**config.mk**
```make
export PLATFORM = sky130hd
export DESIGN_NAME = alu16_flags_execute
export DESIGN_NICKNAME = d
export VERILOG_FILES = /design/src/hw/rtl/alu16fx_pkg.sv /design/src/hw/rtl/alu16_flags_execute.sv /design/src/hw/rtl/alu16fx_ram.sv
export VERILOG_INCLUDE_DIRS = /design/src /design/src/hw/rtl
export SDC_FILE = /design/constraint.sdc
export NUM_CORES = 1
export LEC_CHECK = 0
export BUFFER_PORTS_ARGS = -buffer_cell sky130_fd_sc_hd__buf_2
export CORE_MARGIN = 5
export CORE_UTILIZATION = 39
export DETAILED_ROUTE_END_ITERATION = 12
export PLACE_DENSITY = 0.65
export REMOVE_ABC_BUFFERS = 1
export SETUP_SLACK_MARGIN = 0.1
export SYNTH_ARGS = -nofsm -noshare
export SYNTH_HDL_FRONTEND = slang
export SYNTH_SLANG_ARGS = --single-unit
```
**constraint.sdc**
```tcl
create_clock -name clk -period 4.3 [get_ports clk]
set_input_delay 0.645 -clock clk [delete_from_list [all_inputs] [get_ports clk]]
set_output_delay 0.645 -clock clk [all_outputs]
set_load 0.05 [all_outputs]
```
**src/hw/rtl/alu16_flags_execute_defines.svh**
```systemverilog
// assertion macros for the alu16 flags execute block
// used by the top level only, expects clk and arst_n in scope
`ifndef ALU16_FLAGS_EXECUTE_DEFINES_SVH
`define ALU16_FLAGS_EXECUTE_DEFINES_SVH

// same-cycle implication
`define AFX_ASSERT_NOW(label, ante, cons, msg) \
	label: assert property (@(posedge clk) disable iff (!arst_n) (ante) |-> (cons)) \
		else $error(msg);

// next-cycle implication
`define AFX_ASSERT_NEXT(label, ante, cons, msg) \
	label: assert property (@(posedge clk) disable iff (!arst_n) (ante) |=> (cons)) \
		else $error(msg);

`endif

```
**src/hw/rtl/alu16fx_pkg.sv**
```systemverilog
// shared constants and types for the alu16 flags execute block
// no dependencies
package alu16fx_pkg;

	localparam int REG_COUNT = 4;
	localparam int REG_AW    = $clog2(REG_COUNT);
	localparam int DATA_W    = 16;
	localparam int FLAG_W    = 5;
	localparam int OP_W      = 5;
	localparam int BYTE_W    = 8;

	// flag bit positions
	localparam int FLAG_C = 0;
	localparam int FLAG_G = 1;
	localparam int FLAG_E = 2;
	localparam int FLAG_L = 3;
	localparam int FLAG_V = 4;

	// opcodes
	localparam logic [OP_W-1:0] OP_LOAD = 5'd0;
	localparam logic [OP_W-1:0] OP_ADD  = 5'd2;
	localparam logic [OP_W-1:0] OP_ADC  = 5'd3;
	localparam logic [OP_W-1:0] OP_SUB  = 5'd4;
	localparam logic [OP_W-1:0] OP_SBB  = 5'd5;
	localparam logic [OP_W-1:0] OP_AND  = 5'd6;
	localparam logic [OP_W-1:0] OP_XOR  = 5'd7;
	localparam logic [OP_W-1:0] OP_NOT  = 5'd8;
	localparam logic [OP_W-1:0] OP_SHL  = 5'd9;
	localparam logic [OP_W-1:0] OP_ASL  = 5'd10;
	localparam logic [OP_W-1:0] OP_SHR  = 5'd11;
	localparam logic [OP_W-1:0] OP_ASR  = 5'd12;
	localparam logic [OP_W-1:0] OP_CMP  = 5'd13;
	localparam logic [OP_W-1:0] OP_FTR  = 5'd14;
	localparam logic [OP_W-1:0] OP_RTF  = 5'd15;
	localparam logic [OP_W-1:0] OP_NOP  = 5'd25;
	// first code of the invalid range
	localparam logic [OP_W-1:0] OP_INVALID_BASE = 5'd26;

	typedef enum logic [1:0] {
		OUT_EXEC      = 2'd0,
		OUT_UNHANDLED = 2'd1,
		OUT_INVALID   = 2'd2
	} outcome_t;

endpackage

```
**src/hw/rtl/alu16_flags_execute.sv**
```systemverilog
// an accepted instruction is registered in the operand stage, then in the output register that drives m_axis_tvalid
// throughput: one instruction per cycle while m_axis_tready is high; a result can wait in the output register
// while the next instruction sits in the operand stage
// register file reads happen at acceptance with bypass from the writeback of the stage ahead
// reset clears the flag word, the register file valid bits (registers read as zero) and
// all valid flags; no clearing pass is needed
// top level of the alu16 flags execute block
// depends on alu16fx_pkg, alu16fx_ram and alu16_flags_execute_defines.svh
`include "alu16_flags_execute_defines.svh"

module alu16_flags_execute
	import alu16fx_pkg::*;
(
	input  logic        clk,
	input  logic        arst_n,
	input  logic        s_axis_tvalid,
	output logic        s_axis_tready,
	input  logic [15:0] s_axis_tdata,  // opcode[4:0], dest_reg[6:5], low_byte[14:7], zero pad
	input  logic        s_axis_tuser,  // imm_flag
	output logic        m_axis_tvalid,
	input  logic        m_axis_tready,
	output logic [23:0] m_axis_tdata   // dest_value[15:0], flags[20:16], outcome[22:21], zero pad
);

	// input field split
	logic [OP_W-1:0]   in_opcode;
	logic [REG_AW-1:0] in_rd;
	logic [BYTE_W-1:0] in_lb;
	logic [REG_AW-1:0] in_rs;

	assign in_opcode = s_axis_tdata[4:0];
	assign in_rd     = s_axis_tdata[6:5];
	assign in_lb     = s_axis_tdata[14:7];
	assign in_rs     = in_lb[7:6];

	// operand stage
	logic              s1_valid_q;
	logic [OP_W-1:0]   opcode_s1;
	logic [REG_AW-1:0] rd_s1;
	logic              imm_s1;
	logic [BYTE_W-1:0] lb_s1;
	logic              fwd_a_s1, fwd_b_s1;
	logic              vld_a_s1, vld_b_s1;
	logic [DATA_W-1:0] byp_a_s1, byp_b_s1;

	// architectural state
	logic [FLAG_W-1:0]    flag_q;
	logic [REG_COUNT-1:0] valid_q;

	// output register
	logic              out_valid_q;
	logic [DATA_W-1:0] out_value_q;
	logic [FLAG_W-1:0] out_flags_q;
	outcome_t          out_outcome_q;

	logic accept, advance;
	logic wr_en;
	logic [DATA_W-1:0] ram_a, ram_b;

	// execute logic
	logic [DATA_W-1:0] op_a, op_b, cnst, nb, add_x, res;
	logic [DATA_W:0]   cterm, sum17;
	logic              add_ovf, cin;
	logic [FLAG_W-1:0] flags_n;
	outcome_t          outcome_n;

	assign advance       = s1_valid_q && (!out_valid_q || m_axis_tready);
	assign s_axis_tready = !s1_valid_q || advance;
	assign accept        = s_axis_tvalid && s_axis_tready;
	assign wr_en         = advance && (outcome_n == OUT_EXEC);

	alu16fx_ram #(.WIDTH(DATA_W), .DEPTH(REG_COUNT)) u_ram_a (
		.clk   (clk),
		.we    (wr_en),
		.waddr (rd_s1),
		.wdata (res),
		.re    (accept),
		.raddr (in_rd),
		.rdata (ram_a)
	);

	alu16fx_ram #(.WIDTH(DATA_W), .DEPTH(REG_COUNT)) u_ram_b (
		.clk   (clk),
		.we    (wr_en),
		.waddr (rd_s1),
		.wdata (res),
		.re    (accept),
		.raddr (in_rs),
		.rdata (ram_b)
	);

	// control registers
	always_ff @(posedge clk or negedge arst_n) begin
		if (!arst_n) begin
			s1_valid_q  <= 1'b0;
			out_valid_q <= 1'b0;
			flag_q      <= '0;
			valid_q     <= '0;
		end else begin
			if (accept) begin
				s1_valid_q <= 1'b1;
			end else if (advance) begin
				s1_valid_q <= 1'b0;
			end
			if (advance) begin
				out_valid_q <= 1'b1;
				flag_q      <= flags_n;
			end else if (m_axis_tready) begin
				out_valid_q <= 1'b0;
			end
			if (wr_en) begin
				valid_q[rd_s1] <= 1'b1;
			end
		end
	end

	// operand stage payload, bypassing the register written at this edge
	always_ff @(posedge clk) begin
		if (accept) begin
			opcode_s1 <= in_opcode;
			rd_s1     <= in_rd;
			imm_s1    <= s_axis_tuser;
			lb_s1     <= in_lb;
			fwd_a_s1  <= wr_en && (rd_s1 == in_rd);
			fwd_b_s1  <= wr_en && (rd_s1 == in_rs);
			vld_a_s1  <= valid_q[in_rd];
			vld_b_s1  <= valid_q[in_rs];
			byp_a_s1  <= res;
			byp_b_s1  <= res;
		end
	end

	always_ff @(posedge clk) begin
		if (advance) begin
			out_value_q   <= (outcome_n == OUT_EXEC) ? res : op_a;
			out_flags_q   <= flags_n;
			out_outcome_q <= outcome_n;
		end
	end

	always_comb begin
		op_a  = fwd_a_s1 ? byp_a_s1 : (vld_a_s1 ? ram_a : '0);
		cnst  = {{(DATA_W-BYTE_W){lb_s1[BYTE_W-1]}}, lb_s1};
		op_b  = imm_s1 ? cnst : (fwd_b_s1 ? byp_b_s1 : (vld_b_s1 ? ram_b : '0));
		nb    = ~op_b + 16'd1;
		cin   = flag_q[FLAG_C];

		// shared adder: add, add with carry, subtract, subtract with borrow, shift left
		add_x = op_b;
		cterm = '0;
		unique case (opcode_s1)
			OP_ADC:  cterm = {{DATA_W{1'b0}}, cin};
			OP_SUB:  add_x = nb;
			OP_SBB: begin
				add_x = nb;
				cterm = {(DATA_W+1){cin}};
			end
			OP_SHL:  add_x = op_a;
			default: ;
		endcase
		sum17   = {1'b0, op_a} + {1'b0, add_x} + cterm;
		add_ovf = (op_a[DATA_W-1] == add_x[DATA_W-1]) && (sum17[DATA_W-1] != op_a[DATA_W-1]);

		res       = op_a;
		flags_n   = flag_q;
		outcome_n = OUT_EXEC;
		unique case (opcode_s1)
			OP_LOAD: begin
				if (imm_s1) begin
					res = cnst;
				end else begin
					outcome_n = OUT_UNHANDLED;
				end
			end
			OP_ADD, OP_ADC, OP_SUB, OP_SBB, OP_SHL: begin
				res             = sum17[DATA_W-1:0];
				flags_n[FLAG_C] = sum17[DATA_W];
				flags_n[FLAG_V] = add_ovf;
			end
			OP_AND: res = op_a & op_b;
			OP_XOR: res = op_a ^ op_b;
			OP_NOT: res = ~op_a;
			OP_ASL: begin
				res             = {op_a[DATA_W-1], op_a[DATA_W-3:0], 1'b0};
				flags_n[FLAG_C] = op_a[DATA_W-1];
				flags_n[FLAG_V] = 1'b0;
			end
			OP_SHR, OP_ASR: begin
				res             = {(opcode_s1 == OP_ASR) & op_a[DATA_W-1], op_a[DATA_W-1:1]};
				flags_n[FLAG_C] = op_a[0];
			end
			OP_CMP: begin
				flags_n[FLAG_G] = 1'b0;
				flags_n[FLAG_E] = 1'b0;
				flags_n[FLAG_L] = 1'b0;
				// signed order from unsigned compare and sign agreement
				if (op_a == op_b) begin
					flags_n[FLAG_E] = 1'b1;
				end else if ((op_a < op_b) == (op_a[DATA_W-1] == op_b[DATA_W-1])) begin
					flags_n[FLAG_L] = 1'b1;
				end else begin
					flags_n[FLAG_G] = 1'b1;
				end
			end
			OP_FTR: res = {{(DATA_W-FLAG_W){1'b0}}, flag_q};
			OP_RTF: flags_n = op_a[FLAG_W-1:0];
			OP_NOP: ;
			default: begin
				outcome_n = (opcode_s1 >= OP_INVALID_BASE) ? OUT_INVALID : OUT_UNHANDLED;
			end
		endcase
	end

	assign m_axis_tvalid = out_valid_q;
	assign m_axis_tdata  = {1'b0, out_outcome_q, out_flags_q, out_value_q};

	`AFX_ASSERT_NEXT(a_flags_kept, advance && (outcome_n != OUT_EXEC), flag_q == $past(flag_q), "flags changed by a non-executed instruction")
	`AFX_ASSERT_NEXT(a_cmp_onehot, advance && (opcode_s1 == OP_CMP), $onehot(flag_q[FLAG_L:FLAG_G]), "compare did not set exactly one order flag")
	`AFX_ASSERT_NEXT(a_s1_hold, s1_valid_q && !advance, s1_valid_q && $stable(opcode_s1) && $stable(rd_s1), "stalled operand stage lost its instruction")
	`AFX_ASSERT_NOW(a_no_write_stall, wr_en, advance && s1_valid_q, "register write without instruction retiring")

endmodule

```
**src/hw/rtl/alu16fx_ram.sv**
```systemverilog
// generic single-write, single-read ram with registered read data
// no dependencies
module alu16fx_ram #(
	parameter int WIDTH = 16,
	parameter int DEPTH = 4,
	localparam int AW = (DEPTH > 1) ? $clog2(DEPTH) : 1
) (
	input  logic             clk,
	input  logic             we,
	input  logic [AW-1:0]    waddr,
	input  logic [WIDTH-1:0] wdata,
	input  logic             re,
	input  logic [AW-1:0]    raddr,
	output logic [WIDTH-1:0] rdata
);

	logic [WIDTH-1:0] mem_q [DEPTH];

	always_ff @(posedge clk) begin
		if (we) begin
			mem_q[waddr] <= wdata;
		end
		if (re) begin
			rdata <= mem_q[raddr];
		end
	end

endmodule
```
==> impl_metrics.env, run 1 <==
export IMPL_routed_via_count=8344
export IMPL_drive_gt1_share_pct=42.8
export IMPL_cp_max_fo=7
export IMPL_hpwlAfterDp_um=22100
export IMPL_syn_area_um2=10700
export IMPL_dp_slack_ns=-0.499
export IMPL_antenna_found_initial=0
export IMPL_worstSetupStartpointType="flip-flop"
export IMPL_first_pass_iters=6
export IMPL_cts_buffer_depth=2
export IMPL_maxSlewViolCount=0
export IMPL_wl_um=30700
export IMPL_port_buffers=44
export IMPL_tritoncts="yes"
export IMPL_clock_fmax_mhz=216
export IMPL_die_x_um=176
export IMPL_skew_ns=0.0255
export IMPL_cp_end_kind="flip-flop"
export IMPL_critPathKind="flip-flop to flip-flop"
export IMPL_timing_rr_start="fwd_b_s1"
export IMPL_fin_crit_ns=4.63
export IMPL_drt_iter0_drc=688
export IMPL_grt_util_all_layers_pct=19.8
export IMPL_yosysWarnings=0
export IMPL_pin_count=47
export IMPL_final_cell_area_um2=14100
export IMPL_grt_pass1_vias=8483
export IMPL_drv_cap=0
export IMPL_synth_top_cells_by_area="edfxtp_1 43%, mux4_2 7.1%, ha_1 6.4%"
export IMPL_relSlewSlack_pct=35.9
export IMPL_placed_area_um2=12500
export IMPL_synth_seq_area_share_pct=46.0
export IMPL_worstPathArrival_ns=4.92
export IMPL_ys_flop_type="edfxtp_1"
export IMPL_synth_common_cells="155 x edfxtp_1, 80 x a21oi_1, 69 x inv_1"
export IMPL_areaGrowthSynthToFinish_pct=31.9
export IMPL_synth_ff_latch_count=166
export IMPL_cts_root_buffer="clkbuf_16"
export IMPL_peakVddDrop_v=0.000266
export IMPL_drc=0
export IMPL_violations="negative setup slack"
export IMPL_overflow=0
export IMPL_cts_htree_levels=4
export IMPL_ant_nets=0
export IMPL_period_share_pct=108
export IMPL_numCtsBuffers=17
export IMPL_cellPowerDensity_nw_per_um2=399
export IMPL_layout_nets=1212
export IMPL_ctsHoldBuffers=0
export IMPL_p_leak_uw=0.00556
export IMPL_status="complete, but fails checks"
export IMPL_cts_sinks=166
export IMPL_setup_ws_ns=-0.335
export IMPL_die_area_um2=30900
export IMPL_rr_endpoint="u_ram_b.mem_q[1][15]"
export IMPL_clk_pin_slew_ns=0.08
export IMPL_crit_required_ns=4.58
export IMPL_synth_most_common_cell="edfxtp_1"
export IMPL_n_antenna_cell=0
export IMPL_worstRegToRegCells=20
export IMPL_routedWlPerCell_um=20.8
export IMPL_rows=60
export IMPL_gp_congestion=0.919
export IMPL_grt_max_degree=37
export IMPL_fill_cells=2314
export IMPL_syn_avg_cell_area_um2=11.8
export IMPL_rsz0062_at_grt="yes"
export IMPL_holdWs_ns=0.0976
export IMPL_postSynthCellCount=907
export IMPL_grt_pass1_wl_um=48000
export IMPL_synth_top_area_cell="edfxtp_1"
export IMPL_hold_viol_final=0
export IMPL_synthArstFlopShare_pct=6.63
export IMPL_synth_edf_count=155
export IMPL_finalSetupViolations=56
export IMPL_core_area_um2=27000
export IMPL_r2r_slack_ns=-0.33
export IMPL_tightest_slew_ns=0.962
export IMPL_yosysUniqueCellTypes=90
export IMPL_drt_vias_per_instance=5.66
export IMPL_fp_dieH_um=176
export IMPL_clk_latency_ns=0.44
export IMPL_hold_path_class="input port to async pin"
export IMPL_fin_total_pwr_uw=5630
export IMPL_synth_top_area_share_pct=43.5
export IMPL_initial_core_util_pct=39.6
## worst max-delay path by stage
| stage | start | end | slack [ns] |
|---|---|---|---|
| 6_report | fwd_b_s1 | u_ram_b.mem_q[1][15] | -0.33 |
| 5_1_grt | fwd_b_s1 | byp_b_s1[15] | -0.53 |
| 4_1_cts | fwd_b_s1 | out_flags_q[4] | -0.26 |
| 3_5_place_dp | fwd_b_s1 | u_ram_b.mem_q[2][15] | -0.50 |
| 3_3_place_gp | fwd_b_s1 | u_ram_b.mem_q[2][15] | -0.41 |
| 2_1_floorplan | imm_s1 | out_flags_q[4] | -0.75 |
## where the power goes
part / total, uW / internal (uW) / switching, uW
sequential: 2030 / 1960 / 74.3
combinational: 2060 / 900 / 1160
clock: 1540 / 796 / 746
total: 5630 / 3650 / 1980
## cell type report
cell class / instances / area [um^2] / area share (%)
clock buffers: 18 / 439 / 3.11
clock inverters: 14 / 155 / 1.10
inverters: 70 / 263 / 1.86
multi-input cells: 618 / 6060 / 42.9
flip-flops and latches: 166 / 4930 / 34.9
well taps: 341 / 427 / 3.02
repair buffers: 246 / 1850 / 13.1
## through the flow
stage,util (%),TNS [ns],instances
global placement,46.1,-13.73,1417
finish,52.3,-8.42,1473
floorplan,-,-22.78,854
detailed placement,46.1,-16.88,1417
global route,52.3,-20.75,1473
CTS,50.8,-3.29,1461
## state kept, by name, indices dropped and copies added, names as in the netlist, 2 cells and up
register and cells:
out_value_q 16, flag_q 5, lb_s1 8, rd_s1 2, valid_q 4, u_ram_b.mem_q 64, out_flags_q 5, u_ram_b.rdata 16
out_outcome_q 2, u_ram_a.rdata 16, opcode_s1 5, byp_b_s1 16
## kinds of logic after synthesis
logic type / count (synthesis) / share of synthesized area [%]
mux: 41 / 7.80
flops: 166 / 46.0
simple gates: 205 / 11.1
compound gates: 280 / 18.8
xor+xnor: 19 / 1.55
fa+ha+maj: 72 / 9.60
buf+inv: 123 / 5.05
other cells: 1 / 0.0350
## critical path, cell delays in order (launching register included)
cell and delay, ns:
edfxtp_1 0.38, buf_6 0.16, buf_6 0.12, a21oi_4 0.12
a21oi_2 0.08, buf_4 0.15, nor4_4 0.32, buf_12 0.15
nand4_1 0.20, xnor2_2 0.20, o221a_1 0.25, fa_1 0.52
inv_2 0.06, ha_4 0.24, o2111a_1 0.15, and3_4 0.18
or4_4 0.54, nor4_4 0.27, nor4_2 0.09, a21oi_1 0.13
buf_4 0.17
## layout by cell type (no fill, tap or decap), types with 16 or more instances in the layout
master     Yosys  final
a21oi_1       80     44
a21oi_2        7     34
buf_2         20     44
buf_4         10    184
clkbuf_16      0     17
edfxtp_1     155    155
fa_1          17     16
ha_1          55     43
inv_1         69     61
mux4_2        34     34
nand2_1       51     44
nand3b_1      19     19
nor2_1        37     36
o21ai_0       46     36
## what timing repair did
action	4_1_cts	5_1_grt
buffers inserted	11	15
pin swaps	30	37
setup endpoints to repair	62	70
resized for setup	112	63
cloned	1	1
hold endpoints to repair	0	0
## per-layer routing
metal  part of all wire [%]  global-route usage, %
met3                    4.9                   3.16
met5                      0                      0
met4                    2.1                   5.85
met1                     45                   27.6
met2                     48                   32.3
No activity file was read; power rests on OpenSTA's default activity.
==> run 2: changes to the inputs <==
--- a/config.mk
+++ b/config.mk
@@ -10,6 +10,7 @@
 export CORE_MARGIN = 5
 export CORE_UTILIZATION = 39
 export DETAILED_ROUTE_END_ITERATION = 12
+export HOLD_SLACK_MARGIN = 0.1
 export PLACE_DENSITY = 0.65
 export REMOVE_ABC_BUFFERS = 1
 export SETUP_SLACK_MARGIN = 0.1
==> impl_metrics.env, run 2 (same netlist as run 1, synthesis figures left out) <==
export IMPL_use_met3_pct=3.16
export IMPL_initial_core_util_pct=39.6
export IMPL_holdWs_ns=0.389
export IMPL_dp_slack_ns=-0.499
export IMPL_drt_vias_per_instance=5.69
export IMPL_worstPathArrival_ns=4.91
export IMPL_fill_cells=2312
export IMPL_maxSlewViolCount=0
export IMPL_p_leak_uw=0.00557
export IMPL_routedWlPerCell_um=20.8
export IMPL_peakVddDrop_v=0.000266
export IMPL_hold_path_class="input port to flip-flop"
export IMPL_gp_congestion=0.919
export IMPL_final_cell_area_um2=14100
export IMPL_fin_crit_ns=4.62
export IMPL_setup_ws_ns=-0.325
export IMPL_final_common_cell="buf_4"
export IMPL_die_area_um2=30900
export IMPL_top_register="u_ram_b.mem_q"
export IMPL_grt_util_all_layers_pct=19.9
export IMPL_antenna_found_initial=0
export IMPL_cts_root_buffer="clkbuf_16"
export IMPL_hold_path_startpoint="s_axis_tdata[10]"
export IMPL_clk_latency_ns=0.44
export IMPL_drv_cap=0
export IMPL_timing_rr_start="fwd_b_s1"
export IMPL_hold_viol_final=0
export IMPL_grt_pass1_wl_um=48100
export IMPL_fp_dieH_um=176
export IMPL_critPathKind="flip-flop to flip-flop"
export IMPL_clk_pin_slew_ns=0.08
export IMPL_cp_end_kind="flip-flop"
export IMPL_use_met2_pct=32.3
export IMPL_cp_max_fo=7
export IMPL_setup_tns_ns=-7.89
export IMPL_crit_required_ns=4.58
export IMPL_clock_fmax_mhz=216
export IMPL_drt_iter0_drc=726
export IMPL_cts_htree_levels=4
export IMPL_skew_ns=0.0282
export IMPL_fin_util_pct=52.3
export IMPL_wl_um=30700
export IMPL_drc=0
export IMPL_startpoint="fwd_b_s1"
export IMPL_tightest_slew_ns=0.964
export IMPL_finalSetupViolations=51
export IMPL_pin_count=47
export IMPL_cellPowerDensity_nw_per_um2=398
export IMPL_violations="negative setup slack"
export IMPL_relSlewSlack_pct=35.7
export IMPL_drive_gt1_share_pct=42.7
export IMPL_worstSetupStartpointType="flip-flop"
export IMPL_tritoncts="yes"
export IMPL_areaGrowthSynthToFinish_pct=32.0
export IMPL_layout_nets=1213
export IMPL_numCtsBuffers=17
export IMPL_hpwlAfterDp_um=22100
export IMPL_mostFrequentLayoutCells="184 x buf_4, 155 x edfxtp_1, 61 x inv_1"
export IMPL_regArea_um2=4930
export IMPL_grt_max_degree=37
export IMPL_gr_max_usage_layer="met2"
export IMPL_n_antenna_cell=0
export IMPL_port_buffers=44
export IMPL_core_area_um2=27000
export IMPL_overflow=0
export IMPL_placed_area_um2=12500
export IMPL_first_pass_iters=6
export IMPL_cts_sinks=166
export IMPL_routed_via_count=8382
export IMPL_die_x_um=176
export IMPL_rsz0062_at_grt="yes"
export IMPL_rows=60
export IMPL_period_share_pct=108
export IMPL_cts_buffer_depth=2
export IMPL_ant_nets=0
export IMPL_multi_input_area_um2=6060
export IMPL_largest_reg_flops=64
export IMPL_grt_use_met1_pct=27.6
export IMPL_status="complete, but fails checks"
export IMPL_grt_pass1_vias=8488
[run 2: cell type report]
class,instances,area share [%]
multi-input cells,618,42.9
flip-flops and latches,166,34.9
well taps,341,3.02
inverters,70,1.86
repair buffers,247,13.2
clock inverters,14,1.10
clock buffers,18,3.11
[run 2: final timing paths]
check | endpoint | slack [ns] | cells past startpoint
worst min register to register | m_axis_tvalid | 0.48 | 1
worst min-delay path | lb_s1[3] | 0.39 | 1
max in group asynchronous | s1_valid_q | 3.40 | 2
worst max-delay path | byp_b_s1[15] | -0.32 | 20
min in group asynchronous | flag_q[4] | 0.64 | 2
worst max register to register | byp_b_s1[15] | -0.32 | 20
[run 2: critical path, cell delays in order, from the launching register on]
cell and delay [ns]:
edfxtp_1 0.38, buf_6 0.16, buf_6 0.12, a21oi_4 0.12, a21oi_2 0.08, buf_4 0.15
nor4_4 0.32, buf_12 0.15, nand4_1 0.20, xnor2_2 0.20, o221a_1 0.25, fa_1 0.52
inv_2 0.06, ha_4 0.24, o2111a_1 0.15, and3_4 0.18, or4_4 0.54, nor4_4 0.27
nor4_2 0.09, a21oi_1 0.13, buf_4 0.17
[run 2: stage by stage]
| step | total power [uW] | instances |
|---|---|---|
| 3_3_place_gp | 3710 | 1417 |
| 3_5_place_dp | 3730 | 1417 |
| 6_report | 5630 | 1474 |
| 5_1_grt | 5920 | 1474 |
| 4_1_cts | 5510 | 1462 |
| 2_1_floorplan | 3030 | 854 |
[run 2: power breakdown]
group	internal, uW	switching (uW)
clock network	796	746
registers	1960	74.0
logic	900	1160
[run 2: what timing repair did]
action                                 in CTS  in global routing
gates resized for setup                   112                 63
setup endpoints to repair                  62                 70
endpoints found under the hold margin       7                  0
pin swaps                                  30                 37
buffers inserted                           11                 15
gates cloned                                1                  1
hold buffers                                1                  0
[run 2: layer usage]
layer	vias up	share of wire (%)
met4	0	2.2
met5	-	0
li1	3921	-
met3	48	5.0
met2	271	48
met1	4142	45
==> run 3: changes to the inputs <==
--- a/config.mk
+++ b/config.mk
@@ -8,10 +8,10 @@
 export LEC_CHECK = 0
 export BUFFER_PORTS_ARGS = -buffer_cell sky130_fd_sc_hd__buf_2
 export CORE_MARGIN = 5
-export CORE_UTILIZATION = 39
+export CORE_UTILIZATION = 40
 export DETAILED_ROUTE_END_ITERATION = 12
 export HOLD_SLACK_MARGIN = 0.1
-export PLACE_DENSITY = 0.65
+export PLACE_DENSITY = 0.64
 export REMOVE_ABC_BUFFERS = 1
 export SETUP_SLACK_MARGIN = 0.1
 export SYNTH_ARGS = -nofsm -noshare
==> constraint.sdc (replaced) <==
create_clock -name clk -period 5.6 [get_ports clk]
set_input_delay 0.84 -clock clk [delete_from_list [all_inputs] [get_ports clk]]
set_output_delay 0.84 -clock clk [all_outputs]
set_load 0.05 [all_outputs]
==> impl_metrics.env, run 3 (same netlist as run 1, synthesis figures left out) <==
export IMPL_grt_util_all_layers_pct=18.7
export IMPL_layout_nets=1050
export IMPL_maxSlewViolCount=0
export IMPL_port_buffers=44
export IMPL_finalSetupViolations=0
export IMPL_crit_required_ns=5.67
export IMPL_hpwlAfterDp_um=20400
export IMPL_areaGrowthSynthToFinish_pct=12.2
export IMPL_crit_slowest_cell="o31ai_1"
export IMPL_first_pass_iters=6
export IMPL_grt_pass1_wl_um=44100
export IMPL_fill_cells=2325
export IMPL_cp_top_family="compound AO/OA/AOI/OAI gates"
export IMPL_worstPathArrival_ns=5.26
export IMPL_status="finished clean"
export IMPL_clock_fmax_mhz=193
export IMPL_critPathKind="flip-flop to flip-flop"
export IMPL_cp_max_fo=12
export IMPL_r2r_slack_ns=0.41
export IMPL_final_common_cell="edfxtp_1"
export IMPL_cellPowerDensity_nw_per_um2=322
export IMPL_relSlewSlack_pct=26.9
export IMPL_cts_sinks=166
export IMPL_startpoint="imm_s1"
export IMPL_worstSetupStartpointType="flip-flop"
export IMPL_tritoncts="yes"
export IMPL_hold_viol_final=0
export IMPL_worstRegToRegCells=19
export IMPL_drv_cap=0
export IMPL_rsz0062_at_grt="no"
export IMPL_core_area_um2=26200
export IMPL_initial_core_util_pct=40.9
export IMPL_path_depth=19
export IMPL_grt_max_degree=57
export IMPL_cp_cell_sequence="buf_4 -> a21oi_1 -> a21oi_1 -> inv_1 -> ha_1 -> inv_1 -> nor3_2 -> buf_4 -> nand2_1 -> o31ai_1 -> a221oi_1 -> fa_1 -> inv_1 -> ha_1 -> nor3_1 -> o21ai_0 -> a21oi_1 -> o21ai_0 -> o31ai_1"
export IMPL_dp_slack_ns=0.180
export IMPL_tightest_slew_ns=1.09
export IMPL_stdcell_count=1305
export IMPL_die_area_um2=30100
export IMPL_routed_via_count=7698
export IMPL_placed_area_um2=11400
export IMPL_grt_pass1_vias=7734
export IMPL_clk_pin_slew_ns=0.07
export IMPL_period_share_pct=92.7
export IMPL_overflow=0
export IMPL_cpPeakStageDelay_ns=0.92
export IMPL_p_leak_uw=0.00458
export IMPL_skew_ns=0.0116
export IMPL_rows=59
export IMPL_top_register="u_ram_b.mem_q"
export IMPL_drive_gt1_share_pct=21.5
export IMPL_crit_buf_inv=5
export IMPL_rr_endpoint="byp_b_s1[10]"
export IMPL_routedWlPerCell_um=21.3
export IMPL_clk_latency_ns=0.43
export IMPL_cts_htree_levels=4
export IMPL_largest_reg_flops=64
export IMPL_cts_buffer_depth=2
export IMPL_gp_congestion=0.908
export IMPL_antenna_found_initial=0
export IMPL_cts_root_buffer="clkbuf_16"
export IMPL_ctsHoldBuffers=0
export IMPL_numCtsBuffers=17
export IMPL_drc=0
export IMPL_n_antenna_cell=0
export IMPL_wl_um=27800
export IMPL_hold_path_class="input port to async pin"
export IMPL_die_x_um=174
export IMPL_peakVddDrop_v=0.000192
export IMPL_cp_end_kind="flip-flop"
export IMPL_setup_ws_ns=0.409
export IMPL_pin_count=47
export IMPL_placed_cells=1270
export IMPL_fin_crit_ns=5.19
export IMPL_fp_dieH_um=174
export IMPL_ant_nets=0
export IMPL_drt_vias_per_instance=5.90
export IMPL_drt_iter0_drc=701
export IMPL_timing_rr_start="imm_s1"
export IMPL_final_cell_area_um2=12000
export IMPL_setup_tns_ns=0
export IMPL_mostFrequentLayoutCells="155 x edfxtp_1, 79 x a21oi_1, 69 x inv_1, 55 x ha_1, 51 x nand2_1"
export IMPL_crit_path_end="byp_b_s1[10]"
## run 3: final cells by class
type / instances / area, um^2 / share of cell area, %
Clock inverter: 13 / 185 / 1.54
Timing Repair Buffer: 84 / 520 / 4.33
Sequential cell: 166 / 4930 / 41.0
Multi-Input combinational cell: 618 / 5270 / 43.8
Inverter: 70 / 263 / 2.19
Tap cell: 335 / 419 / 3.49
Clock buffer: 19 / 433 / 3.60
## run 3: how the worst min path moves through the flow
stage / slack [ns] / to / from
after global placement: 0.45 / m_axis_tvalid / s1_valid_q
after detailed placement: 0.47 / valid_q[2] / valid_q[2]
after global routing: 0.31 / flag_q[0] / arst_n
after floorplan: 0.45 / m_axis_tvalid / s1_valid_q
after CTS: 0.30 / flag_q[4] / arst_n
final: 0.30 / m_axis_tvalid / arst_n
## run 3: layer usage
metal | global-route usage, % | routed length [um] | up-vias
met5 | 0 | 0 | -
met1 | 24.9 | 12200 | 3826
li1 | - | - | 3597
met4 | 7.16 | 920 | 0
met3 | 2.86 | 1330 | 49
met2 | 30.9 | 13300 | 226
## run 3: metrics by stage
step	hold WS (ns)	total power, uW	utilization, %
2_1_floorplan	0.449	2320	-
3_3_place_gp	0.453	2630	43.4
3_5_place_dp	0.470	2650	43.4
4_1_cts	0.296	3890	45.7
5_1_grt	0.309	4070	45.9
6_report	0.304	3870	45.9
## run 3: repair_timing
item | 4_1_cts | 5_1_grt
gates resized for setup | 0 | 3
hold endpoints to repair | 0 | 0
buffers inserted | 0 | 3
setup endpoints to repair | 0 | 31
## run 3: worst reg2reg max path, stage by stage, from the launching register on
cell      delay (ns)
edfxtp_1        0.37
buf_4           0.20
a21oi_1         0.13
a21oi_1         0.11
inv_1           0.12
ha_1            0.20
inv_1           0.06
nor3_2          0.43
buf_4           0.22
nand2_1         0.07
o31ai_1         0.22
a221oi_1        0.14
fa_1            0.49
inv_1           0.04
ha_1            0.26
nor3_1          0.15
o21ai_0         0.21
a21oi_1         0.27
o21ai_0         0.23
o31ai_1         0.92
## run 3: power by group
part           internal [uW]  switching, uW  total, uW
clock network            719            512       1230
registers               1500           60.3       1560
logic                    379            700       1080
total                   2600           1270       3870
